==> config.mk <==
export PLATFORM = sky130hd
export DESIGN_NAME = ddg_div
export DESIGN_NICKNAME = d
export VERILOG_FILES = /design/src/rtl/core/disparity_dma_descriptor_gen_assert.svh /design/src/rtl/core/ddg_pkg.sv /design/src/rtl/core/ddg_div.sv
export SDC_FILE = /design/constraint.sdc
export NUM_CORES = 2
export LEC_CHECK = 0
export BUFFER_PORTS_ARGS = -buffer_cell sky130_fd_sc_hd__buf_2
export CAP_MARGIN = 25
export CORE_MARGIN = 5
export CORE_UTILIZATION = 60
export DETAILED_ROUTE_END_ITERATION = 10
export GPL_TIMING_DRIVEN = 0
export PLACE_DENSITY = 0.78
export SKIP_LAST_GASP = 1
export SLEW_MARGIN = 0
export SYNTH_ARGS = -nofsm -noshare
export SYNTH_HDL_FRONTEND = slang
export SYNTH_SLANG_ARGS = --single-unit
==> constraint.sdc <==
create_clock -name i_clk -period 22.9 [get_ports i_clk]
set_input_delay 1.145 -clock i_clk [delete_from_list [all_inputs] [get_ports i_clk]]
set_output_delay 1.145 -clock i_clk [all_outputs]
set_load 0.005 [all_outputs]
==> src/rtl/core/disparity_dma_descriptor_gen_assert.svh <==
// ----------------------------------------------------------------------------
// Assertion macros for the disparity DMA descriptor generator
// Each macro builds one labeled concurrent assertion, disabled during reset.
// ----------------------------------------------------------------------------
`ifndef DISPARITY_DMA_DESCRIPTOR_GEN_ASSERT_SVH
`define DISPARITY_DMA_DESCRIPTOR_GEN_ASSERT_SVH

// Same-cycle implication
`define DDG_ASSERT_NOW(label, clk, rst_n, ante, cons) \
    label: assert property (@(posedge clk) disable iff (!rst_n) (ante) |-> (cons)) \
        else $error("ddg assertion failed");

// Next-cycle implication
`define DDG_ASSERT_NEXT(label, clk, rst_n, ante, cons) \
    label: assert property (@(posedge clk) disable iff (!rst_n) (ante) |=> (cons)) \
        else $error("ddg assertion failed");

`endif

==> src/rtl/core/ddg_pkg.sv <==
// ----------------------------------------------------------------------------
// ddg_pkg
// Shared widths, codes and types of the disparity DMA descriptor generator.
// ----------------------------------------------------------------------------
`timescale 1ns / 1ps
`default_nettype none

package ddg_pkg;

    localparam int IDX_W      = 24;
    localparam int DVS_W      = 32;
    localparam int ADDR_W     = 32;
    localparam int SLOT_W     = 12;
    localparam int WIN_W      = 4;
    localparam int SRCH_W     = 8;
    localparam int IMG_W      = 13;
    localparam int CFG_IDX_W  = 3;
    localparam int BCNT_W     = 3;
    localparam int DIV_STEP   = 3;
    localparam int DIV_STAGES = IDX_W / DIV_STEP;
    localparam int PIPE_STAGES = 2 * DIV_STAGES + 3;

    localparam logic [BCNT_W-1:0] BYTE_COUNT     = 3'd4;
    localparam logic [ADDR_W-1:0] MASK_POS_BASE  = 32'd335544320;
    localparam logic [ADDR_W-1:0] MATCH_POS_BASE = 32'd352321536;

    typedef enum logic [CFG_IDX_W-1:0] {
        CFG_WINDOW_SIZE  = 3'd0,
        CFG_SEARCH_WIDTH = 3'd1,
        CFG_IMAGE_WIDTH  = 3'd2,
        CFG_RING_BASE    = 3'd3,
        CFG_LEFT_BASE    = 3'd4,
        CFG_RIGHT_BASE   = 3'd5,
        CFG_RESULT_BASE  = 3'd6,
        CFG_ENGINE_BASE  = 3'd7
    } t_cfg_idx;

    typedef enum logic [2:0] {
        KIND_LEFT,
        KIND_RIGHT,
        KIND_MASK,
        KIND_MATCH,
        KIND_RESULT
    } t_kind;

    // One stage of the restoring divider
    typedef struct packed {
        logic [DVS_W-1:0] rem;
        logic [IDX_W-1:0] quo;
        logic [IDX_W-1:0] dvd;
        logic [DVS_W-1:0] dvs;
    } t_div_st;

endpackage

`default_nettype wire

==> src/rtl/core/ddg_div.sv <==
// ----------------------------------------------------------------------------
// ddg_div
// Pipelined restoring divider, three quotient bits per stage.
// ----------------------------------------------------------------------------
`timescale 1ns / 1ps
`default_nettype none

module ddg_div import ddg_pkg::*; (
    input  wire logic              i_clk,
    input  wire logic              i_en,
    input  wire logic [IDX_W-1:0]  i_dividend,
    input  wire logic [DVS_W-1:0]  i_divisor,
    output logic      [IDX_W-1:0]  o_quotient,
    output logic      [DVS_W-1:0]  o_remainder
);

    t_div_st r_st [DIV_STAGES];
    t_div_st n_st [DIV_STAGES];
    t_div_st w_seed;

    // Shift in one dividend bit per step, subtract when it fits
    function automatic t_div_st div_step(input t_div_st st);
        t_div_st        res;
        logic [DVS_W:0] trial;
        res = st;
        for (int k = 0; k < DIV_STEP; k++) begin
            trial   = {res.rem, res.dvd[IDX_W-1]};
            res.dvd = {res.dvd[IDX_W-2:0], 1'b0};
            if (trial >= {1'b0, res.dvs}) begin
                trial   = trial - {1'b0, res.dvs};
                res.quo = {res.quo[IDX_W-2:0], 1'b1};
            end else begin
                res.quo = {res.quo[IDX_W-2:0], 1'b0};
            end
            res.rem = trial[DVS_W-1:0];
        end
        return res;
    endfunction

    // Compute every stage from the one before
    always_comb begin
        w_seed = '{rem: '0, quo: '0, dvd: i_dividend, dvs: i_divisor};
        n_st[0] = div_step(w_seed);
        for (int i = 1; i < DIV_STAGES; i++) begin
            n_st[i] = div_step(r_st[i-1]);
        end
    end

    // Advance all stages together
    always_ff @(posedge i_clk) begin
        if (i_en) begin
            for (int i = 0; i < DIV_STAGES; i++) begin
                r_st[i] <= n_st[i];
            end
        end
    end

    assign o_quotient  = r_st[DIV_STAGES-1].quo;
    assign o_remainder = r_st[DIV_STAGES-1].rem;

endmodule

`default_nettype wire

======== After elaboration in Yosys (flattened, before gate mapping) ========
Memories as Yosys holds them, arrays and structs flattened.
Cells that the tools add are included.
storage, ports and cells
  output and inout port bits .............. 56
  bits of input ports ..................... 58
  memories ................................ 1
  memory bits (writable) .................. 872
  word-level logic and storage cells ...... 99
  flip-flop bits (word level) ............. 0
operators by class
  mux-type cells .......................... 50
  $add $sub $neg .......................... 24
  magnitude comparators ................... 24
memories
  name  words  bits a word  read ports  clocked after memory_dff  write ports  RTL line       RTL
  r_st  8      109          8           0                         8            ddg_div.sv:17  t_div_st r_st [DIV_STAGES];
operator list
  kind            count
  $mux 32         24
  $ge 33x32->1    23
  $sub 32x32->32  23
  $ge 1x32->1     1
  $sub 1x32->32   1
  $mux 1          26

======== Longest topological paths before layout ========
An unclocked memory read counts as a cell.
  word-level depth ........................ 7
  gate-level depth with buffers ........... 45
  gate-level depth less buffers ........... 39

======== Worst setup path after synthesis ========
No wires, ideal clock.
  path type ............................... input -> register
  start point ............................. input port i_dividend[23]
  end point ............................... memory r_st[0][101] in the netlist's numbering, data pin
  data arrival time ....................... 9272 ps
  stages on the path ...................... 40
  setup time .............................. 260 ps
  buffers on the path ..................... 6
  path slack .............................. 13368 ps
  data required time ...................... 22640 ps
  path through ............................ inv_1 ha_1 inv_1 clkbuf_1 ha_1 a21oi_1 nor4_1 nand4_1 nor4_1 clkbuf_1 clkbuf_1 a21boi_0 ha_1 clkbuf_1 a21oi_1 o21ai_0 or3_1 o21ai_0 (+4 left out) clkbuf_1 clkinv_1 o21ai_0 inv_1 ha_1 nor2b_1 o31a_1 o22a_1 a21oi_1 o21ai_0 a31oi_1 o31ai_1 o21a_1 o21a_1 o21a_1 nor2_1 buf_2 mux2_2
RTL lines
  element      RTL line       RTL
  from (decl)  ddg_div.sv:11  input wire logic [IDX_W-1:0] i_dividend,
  to (decl)    ddg_div.sv:17

==> results.yml <==
yosys:
  synthesis.nets: 7887
  yosysSeqAreaShare_pct: 30.8
  synth-edff-count: 672
  syn_area_sq_um: 65500
  synth.avg_cell_area_sq_um: 9.27
  synthArstFlopShare_pct: 0
  ys_seq_elements: 672
  synth.distinct_cells: 100
  ys_warn_count: 0
  synth_cells: 7068
  synth_top_flop_cell: "edfxtp_1"
clock_tree:
  cts_made_buffers: 76
  root_buffer: "clkbuf_16"
  clkTransAtPathRegs_ns: 0.06
  cts_hold_buf: 0
  cts.sinks: 672
  cts_tree: "built"
  h-tree-depth: 3
  cts_max_path_buffers: 3
  cts_resized: 0
  post-cts-setup-buffers: 0
  clock_latency_ns: 0.67
setup_path:
  cp_data_required_time_ns: 23.28
  crit_path_top_delay_cell: "a2111oi_0"
  cp-end-kind: "flip-flop"
  cp_top_family: "compound AO/OA/AOI/OAI gates"
  path_class: "reg2reg"
  slowest_delay_ns: 0.89
  crit_path_frequent_cell: "buf_2"
  cp_max_fo: 10
  cp_num_buf_inv: 9
  arrival_ns: 12.66
  start_kind: "flip-flop"
timing:
  fin_crit_ns: 12.28
  holdWs_ns: 0.410
  maxSlewHeadroom_pct: 24.4
  slew_violations: 0
  fin_skew_ns: 0.0312
  period_share_pct: 53.6
  fin_setup_tns_ns: 0
  hold_viol_final: 0
  fmax_mhz: 81.4
  setup_viol_count_final: 0
  rsz0062_at_grt: "no"
  tightest_slew_ns: 1.11
die:
  initial_core_util_pct: 60.3
  fp.dieArea_sq_um: 116000
  core_region_area_sq_um: 109000
  die-width_um: 340
  rows: 121
  die_h_um: 340
  boundaryPins: 114
final_layout:
  n_antenna_cell: 0
  reg_top3: "r_st x672"
  layout.nets: 8085
  area_growth_pct: 7.67
  stdcell_count: 8741
  most-common-layout-cells: "ha_1, edfxtp_1, a21oi_1, inv_1, o21ai_0"
  final_common_cell: "ha_1"
  largest_register: "r_st"
  fill_cells: 9072
  utilization_pct: 64.9
  largest_register_ffs: 672
  drive_gt1_share_pct: 11.5
placed_design:
  place_inst: 8601
  place.detailed.hpwl_mm: 158
  io_buffers: 113
  place_congestion: 1.02
grt:
  grt_first_pass_wirelength_mm: 296
  grt_pass1_vias: 53200
  antenna_found_initial: 1
  grt_overflow: 0
  grt_max_degree: 136
  grtUsageTotal_pct: 32.3
hold_path:
  hp-class: "reg2reg"
drt:
  drt_wl_total_mm: 195
  wl_per_cell_um: 22.3
  firstDrtPassIters: 9
  drc: 0
  routed-via-count: 56000
  drt_iter0_markers: 5158
  ant_nets: 0
  vias_per_cell: 6.41
job:
  drv_cap: 0
status:
  outcome: "completed"
final cells by class:
cell class / count / area, sq um / area share (%)
Multi-Input combinational cell: 5696 / 42400 / 60.0
Buffer: 207 / 1140 / 1.62
Inverter: 493 / 1850 / 2.62
Tap cell: 1414 / 1770 / 2.51
Timing Repair Buffer: 120 / 723 / 1.02
Sequential cell: 672 / 20200 / 28.6
Clock inverter: 50 / 557 / 0.789
Clock buffer: 89 / 1970 / 2.79
synth_stat cells, types with 86 or more instances:
master | instances | area share (%)
o21ai_0 | 467 | 3.6
o21a_1 | 123 | 1.4
xnor2_1 | 401 | 5.4
a21o_1 | 294 | 3.4
nor3_1 | 106 | 0.81
edfxtp_1 | 672 | 31
ha_1 | 738 | 14
clkbuf_1 | 86 | 0.49
nor2_1 | 437 | 2.5
a21oi_1 | 646 | 4.9
mux2_2 | 392 | 6.7
inv_1 | 484 | 2.8
nand4_1 | 110 | 1.1
o21bai_1 | 87 | 1.0
nand2_1 | 463 | 2.7
nand2b_1 | 88 | 0.84
xor2_1 | 210 | 2.8
nand3_1 | 146 | 1.1
final timing paths:
kind         slack, ns                    from  cells after the start                     end
min               0.41  r_st[1][178]$_DFFE_PP_                      0  r_st[1][290]$_DFFE_PP_
min reg2reg       0.41  r_st[1][178]$_DFFE_PP_                      0  r_st[1][290]$_DFFE_PP_
max reg2reg      10.62  r_st[0][130]$_DFFE_PP_                     41  r_st[0][315]$_DFFE_PP_
max              10.62  r_st[0][130]$_DFFE_PP_                     41  r_st[0][315]$_DFFE_PP_
stage by stage:
stage               area (sq um)  setup WS, ns
CTS                        70600         10.91
global route               70600          9.99
global placement           67900         10.20
finish                     70600         10.62
detailed placement         68000         10.52
floorplan                  65500         13.37
cell families after synthesis:
group,count (synthesis),synth area share (%)
adder cells (fa/ha/maj),761,14.8
AND/OR/NAND/NOR,1706,12.6
multiplexers,487,8.42
flip-flops,672,30.8
XOR/XNOR,611,8.17
AO/OA/AOI/OAI,2131,20.6
buffers and inverters,700,4.57
per-layer routing:
layer	vias to the layer above	wire, um	track usage [%]
met5	-	0	0
met4	0	14500	20.0
met3	628	11900	3.30
met2	2324	90600	54.4
met1	26400	77900	40.0
li1	26700	-	-
Power is not shown: default switching activity piles up to over one toggle a cycle in this logic, so the estimate is an artifact.
